[src/hdl/bdq_ram.sv]
// Generic single-write, single-read RAM with a registered read port.
// No dependencies.
module bdq_ram #(
	parameter int WIDTH = 32,
	parameter int DEPTH = 16,
	localparam int ADDR_W = (DEPTH > 1) ? $clog2(DEPTH) : 1
) (
	input  logic              clk,
	input  logic              we,
	input  logic [ADDR_W-1:0] waddr,
	input  logic [WIDTH-1:0]  wdata,
	input  logic              re,
	input  logic [ADDR_W-1:0] raddr,
	output logic [WIDTH-1:0]  rdata
);

	logic [WIDTH-1:0] mem_q [DEPTH];

	always_ff @(posedge clk) begin
		if (we) begin
			mem_q[waddr] <= wdata;
		end
		if (re) begin
			rdata <= mem_q[raddr];
		end
	end

endmodule

[config.mk]
export PLATFORM = sky130hd
export DESIGN_NAME = bdq_ram
export DESIGN_NICKNAME = d
export VERILOG_FILES = /design/src/hdl/bdq_ram.sv
export SDC_FILE = /design/constraint.sdc
export NUM_CORES = 1
export LEC_CHECK = 0
export BUFFER_PORTS_ARGS = -buffer_cell sky130_fd_sc_hd__buf_2
export CORE_AREA = 2 2 195 197
export CTS_CLUSTER_DIAMETER = 200
export DETAILED_ROUTE_END_ITERATION = 8
export DIE_AREA = 0 0 197 199
export PLACE_DENSITY_LB_ADDON = 0.12
export SLEW_MARGIN = 20
export SYNTH_ARGS = -nofsm -noshare
export SYNTH_HDL_FRONTEND = slang
export SYNTH_SLANG_ARGS = --single-unit
[constraint.sdc]
create_clock -name clk -period 5.3 [get_ports clk]
set_clock_uncertainty 0.1 [all_clocks]
set_input_delay 0 -clock clk [delete_from_list [all_inputs] [get_ports clk]]
set_output_delay 0 -clock clk [all_outputs]
set_load 0.1 [all_outputs]
==> summary.md <==
The run gives 0.482 GHz as the timing-limited maximum frequency. Data arrives at the worst endpoint at 2.31 ns. The power density over the cells was 384 nW/um^2; the cell depth of the worst hold path was 3.

Setup violations remaining at the end of the flow were counted as 0. The synthesized design spends more area on one cell type than any other, namely sky130_fd_sc_hd__edfxtp_1. Clock-pin slew was measured on the worst setup and hold paths at 0.06 ns. In the global route stage, met2 resource usage came out at 38.3%. The wire-length estimate of the detail-placed layout is 19.9 mm.

After routing, the total negative slack on setup checks comes to 0 ns. The critical-path maximum fanout works out to 72. Among all stages on the critical path, the largest delay is contributed by sky130_fd_sc_hd__clkbuf_8. The congestion estimate from routability-driven global placement came to 0.709.

The number of cell rows is 71. The total placed cells including tap cells is 1368, and the power dissipated by switching net loads is 0.00192 W. The fraction of final layout cells sized beyond drive strength 1 was 30.8%. By count the netlist is led by sky130_fd_sc_hd__edfxtp_1, sky130_fd_sc_hd__mux4_2, sky130_fd_sc_hd__a22oi_1. Cell with the most instances after synthesis: sky130_fd_sc_hd__edfxtp_1. Cell internal power was estimated by the tool at 0.00697 W. Among all flip-flop cells after synthesis, the most frequent one is sky130_fd_sc_hd__edfxtp_1. The die covers 39200 sq um. For the number of max-slew violations in the final report, the log shows 0. Setup repair after global routing left no endpoint under its margin. The number of CTS-inserted buffers was 53. The remaining routing DRC violations was 0. The total number of nets in the final design was 1025.

Yosys mapped a number of flops with a built-in enable equal to 544. The total congestion overflow is 0. The kind of critical path was in2reg. The final hold violation count is 0, and the final routed wire length divided by cell count is 28.8 um. The number of gates resized after CTS came out at 0. Clock sink count: 544. The number of global-route vias before repair was 9758; the final wirelength was 43.1 mm. The run finished with clean final reports.

Launching element type of the critical path: an input pin. The buffer cell driving the clock tree root is sky130_fd_sc_hd__clkbuf_16. For this run, the number of standard cells in the final layout without fillers is 1499. The warning count from the yosys run is 0, and the data required time of the worst path is 5.54 ns. In this run the mean area of a mapped cell was 24.1 sq um. The logs give 0 for the max-cap violation count and 81.0% for the post-synthesis sequential area ratio. The largest net degree at the start of global routing is 73. No sink is reached through more buffers than the 3 on the longest clock path. The via count is 9243, and the clock latency at the later pin of the worst-skew pair is 0.59 ns.

The path class of the tightest hold or removal check is in2reg. The tools report the initial antenna violation count as 1. For this configuration, the core starts out at a cell density of 54.3%.

Transition time of the tightest slew-check pin: 0.892 ns. The number of cells on the worst reg-to-reg path is 3, and the number of detailed-routing iterations run before antenna repair is 5. In the synthesized netlist, the number of instances is 838. The cell leakage power came out at 7.42 nW. Global routing used 23.0% of the available tracks.

The signal on the critical path passes through clkbuf_8, buf_4, mux4_2, a22oi_1, nand2_1. Number of primary I/O pins: 75. In this run the tightest slew margin relative to its limit is 40.5%.

The first global-routing pass estimated 63.5 mm of wire. The number of synthesized register bits was 544; the sequential cell fraction of total power was 54.8%. The share of synthesized registers carrying an async set or reset came out at 0%. The post-detailed-route count of antenna-violating nets was 0. The run gives 3.39% as the met3 track utilization from global routing.

The run gives 0 as the number of buffers inserted by post-CTS setup repair. The core region is 37100 sq um. The critical path starts at raddr[0]. The worst-case IR drop observed on VDD is 0.226 mV. The tools report the type of element capturing the critical path as a register. In this run the horizontal extent of the chip is 197 um. TritonCTS built the clock tree. The die is 199 um tall. On the worst path, the slowest cell contributes a delay of 0.69 ns. The H-tree was split into 2 levels. The detailed router finished its first iteration with 904 violations. The worst hold path begins at waddr[2].

In this run the most used layer during global routing was met2. For the routing usage on met1, the log shows 32.6%. The via-per-instance ratio was 6.17; the number of buffers added on ports was 74.

The share of total power dissipated in the clock network is 38.7%. The post-synthesis cell area was 20200 sq um. In this run the biggest area consumer among cell types represents 81.0% of the synthesized area. The number of distinct library cells after synthesis came out at 17. The share of power burned in combinational logic is 6.4%.

The logs give 881 for the synthesized net count and 33 for the number of buffers inserted for hold repair after clock tree synthesis. The beginning of the worst register-to-register path was mem_q[3][0]. Subtracting the final worst setup slack from the clock period gives 2.08 ns. Compared with the post-synthesis result, the final layout area differs by 14.8%. The worst path uses 39.2% of the clock period.

By area the synthesized netlist is led by sky130_fd_sc_hd__edfxtp_1, sky130_fd_sc_hd__mux4_2, sky130_fd_sc_hd__a22oi_1. The switching portion of total power was 21.6%.
through the flow:
| step | instance area (sq um) | util [%] | worst slack (ns) | hold slack (ns) | total power, W |
|---|---|---|---|---|---|
| after floorplan | 20200 | - | 2.02 | -0.00113 | 0.00534 |
| after global placement | 21200 | 57.2 | 2.61 | 0.247 | 0.00551 |
| after detailed placement | 21200 | 57.2 | 2.52 | 0.281 | 0.00553 |
| after CTS | 23200 | 62.4 | 3.15 | 0.108 | 0.00897 |
| after global routing | 23200 | 62.4 | 2.96 | 0.155 | 0.00916 |
| final | 23200 | 62.4 | 3.22 | 0.128 | 0.00889 |
registers in the layout, summed over array words and instances, names as in the netlist:
register / flops
rdata: 32
mem_q: 512
final cells by class:
type	count	area [sq um]
well taps	474	593
flip-flops and latches	544	16300
repair buffers	132	900
multi-input cells	251	3750
clock inverters	25	141
diodes	1	2.50
clock buffers	72	1440
fillers	2552	14000
critical path, delay by kind of cell:
| kind | cells | cell delay (ns) |
|---|---|---|
| buffers and inverters | 2 | 1.34 |
| muxes | 1 | 0.58 |
| and+or+nand+nor | 1 | 0.09 |
| AOI/OAI and AO/OA | 1 | 0.25 |
logic make-up (layout without fill, tap and decap cells):
kind of cell           count (synthesis)  count (layout)  share of synthesized area, %
AOI/OAI and AO/OA                     64              64                          2.38
buffers and inverters                 43             229                          1.10
DFF                                  544             544                          81.0
muxes                                128             128                          14.3
other                                  0               1                             0
and+or+nand+nor                       59              59                          1.25
power by group through the flow:
stage,clock network (W),logic (W),registers (W)
3_3_place_gp,0,0.000546,0.00496
2_1_floorplan,0,0.000231,0.00511
5_1_grt,0.00367,0.000609,0.00488
6_report,0.00345,0.000574,0.00488
4_1_cts,0.00351,0.000580,0.00488
3_5_place_dp,0,0.000559,0.00497
final timing paths:
check	end	slack [ns]
setup / recovery	rdata[4]	3.22
hold / removal	mem_q[7][16]	0.13
setup reg to reg	rdata[0]	3.78
hold reg to reg	rdata[11]	0.64
layout by cell type, fill, tap and decap left out:
cell type / synthesis / final
sky130_fd_sc_hd__a22oi_1: 64 / 64
sky130_fd_sc_hd__and2_1: 1 / 1
sky130_fd_sc_hd__buf_2: 4 / 72
sky130_fd_sc_hd__buf_4: 11 / 26
sky130_fd_sc_hd__bufinv_16: 0 / 1
sky130_fd_sc_hd__clkbuf_1: 17 / 17
sky130_fd_sc_hd__clkbuf_16: 0 / 55
sky130_fd_sc_hd__clkbuf_8: 0 / 1
sky130_fd_sc_hd__clkinv_1: 0 / 12
sky130_fd_sc_hd__clkinv_2: 0 / 10
sky130_fd_sc_hd__clkinvlp_4: 0 / 1
sky130_fd_sc_hd__diode_2: 0 / 1
sky130_fd_sc_hd__dlygate4sd3_1: 0 / 33
sky130_fd_sc_hd__edfxtp_1: 544 / 544
sky130_fd_sc_hd__inv_6: 0 / 1
sky130_fd_sc_hd__mux4_2: 128 / 128
sky130_fd_sc_hd__nand2_1: 33 / 33
sky130_fd_sc_hd__nand2b_1: 2 / 2
sky130_fd_sc_hd__nand3_1: 1 / 1
sky130_fd_sc_hd__nand3b_1: 2 / 2
sky130_fd_sc_hd__nor2_4: 0 / 13
sky130_fd_sc_hd__nor2b_4: 0 / 2
sky130_fd_sc_hd__nor3_2: 0 / 4
sky130_fd_sc_hd__or3b_2: 1 / 1
metal layers:
| layer | part of all wire [%] | routed length [um] |
|---|---|---|
| met5 | 0 | 0 |
| met4 | 1.5 | 651 |
| met3 | 6.7 | 2890 |
| met2 | 51 | 22000 |
| met1 | 41 | 17600 |
Note: power is estimated with default switching activity, not from simulation.
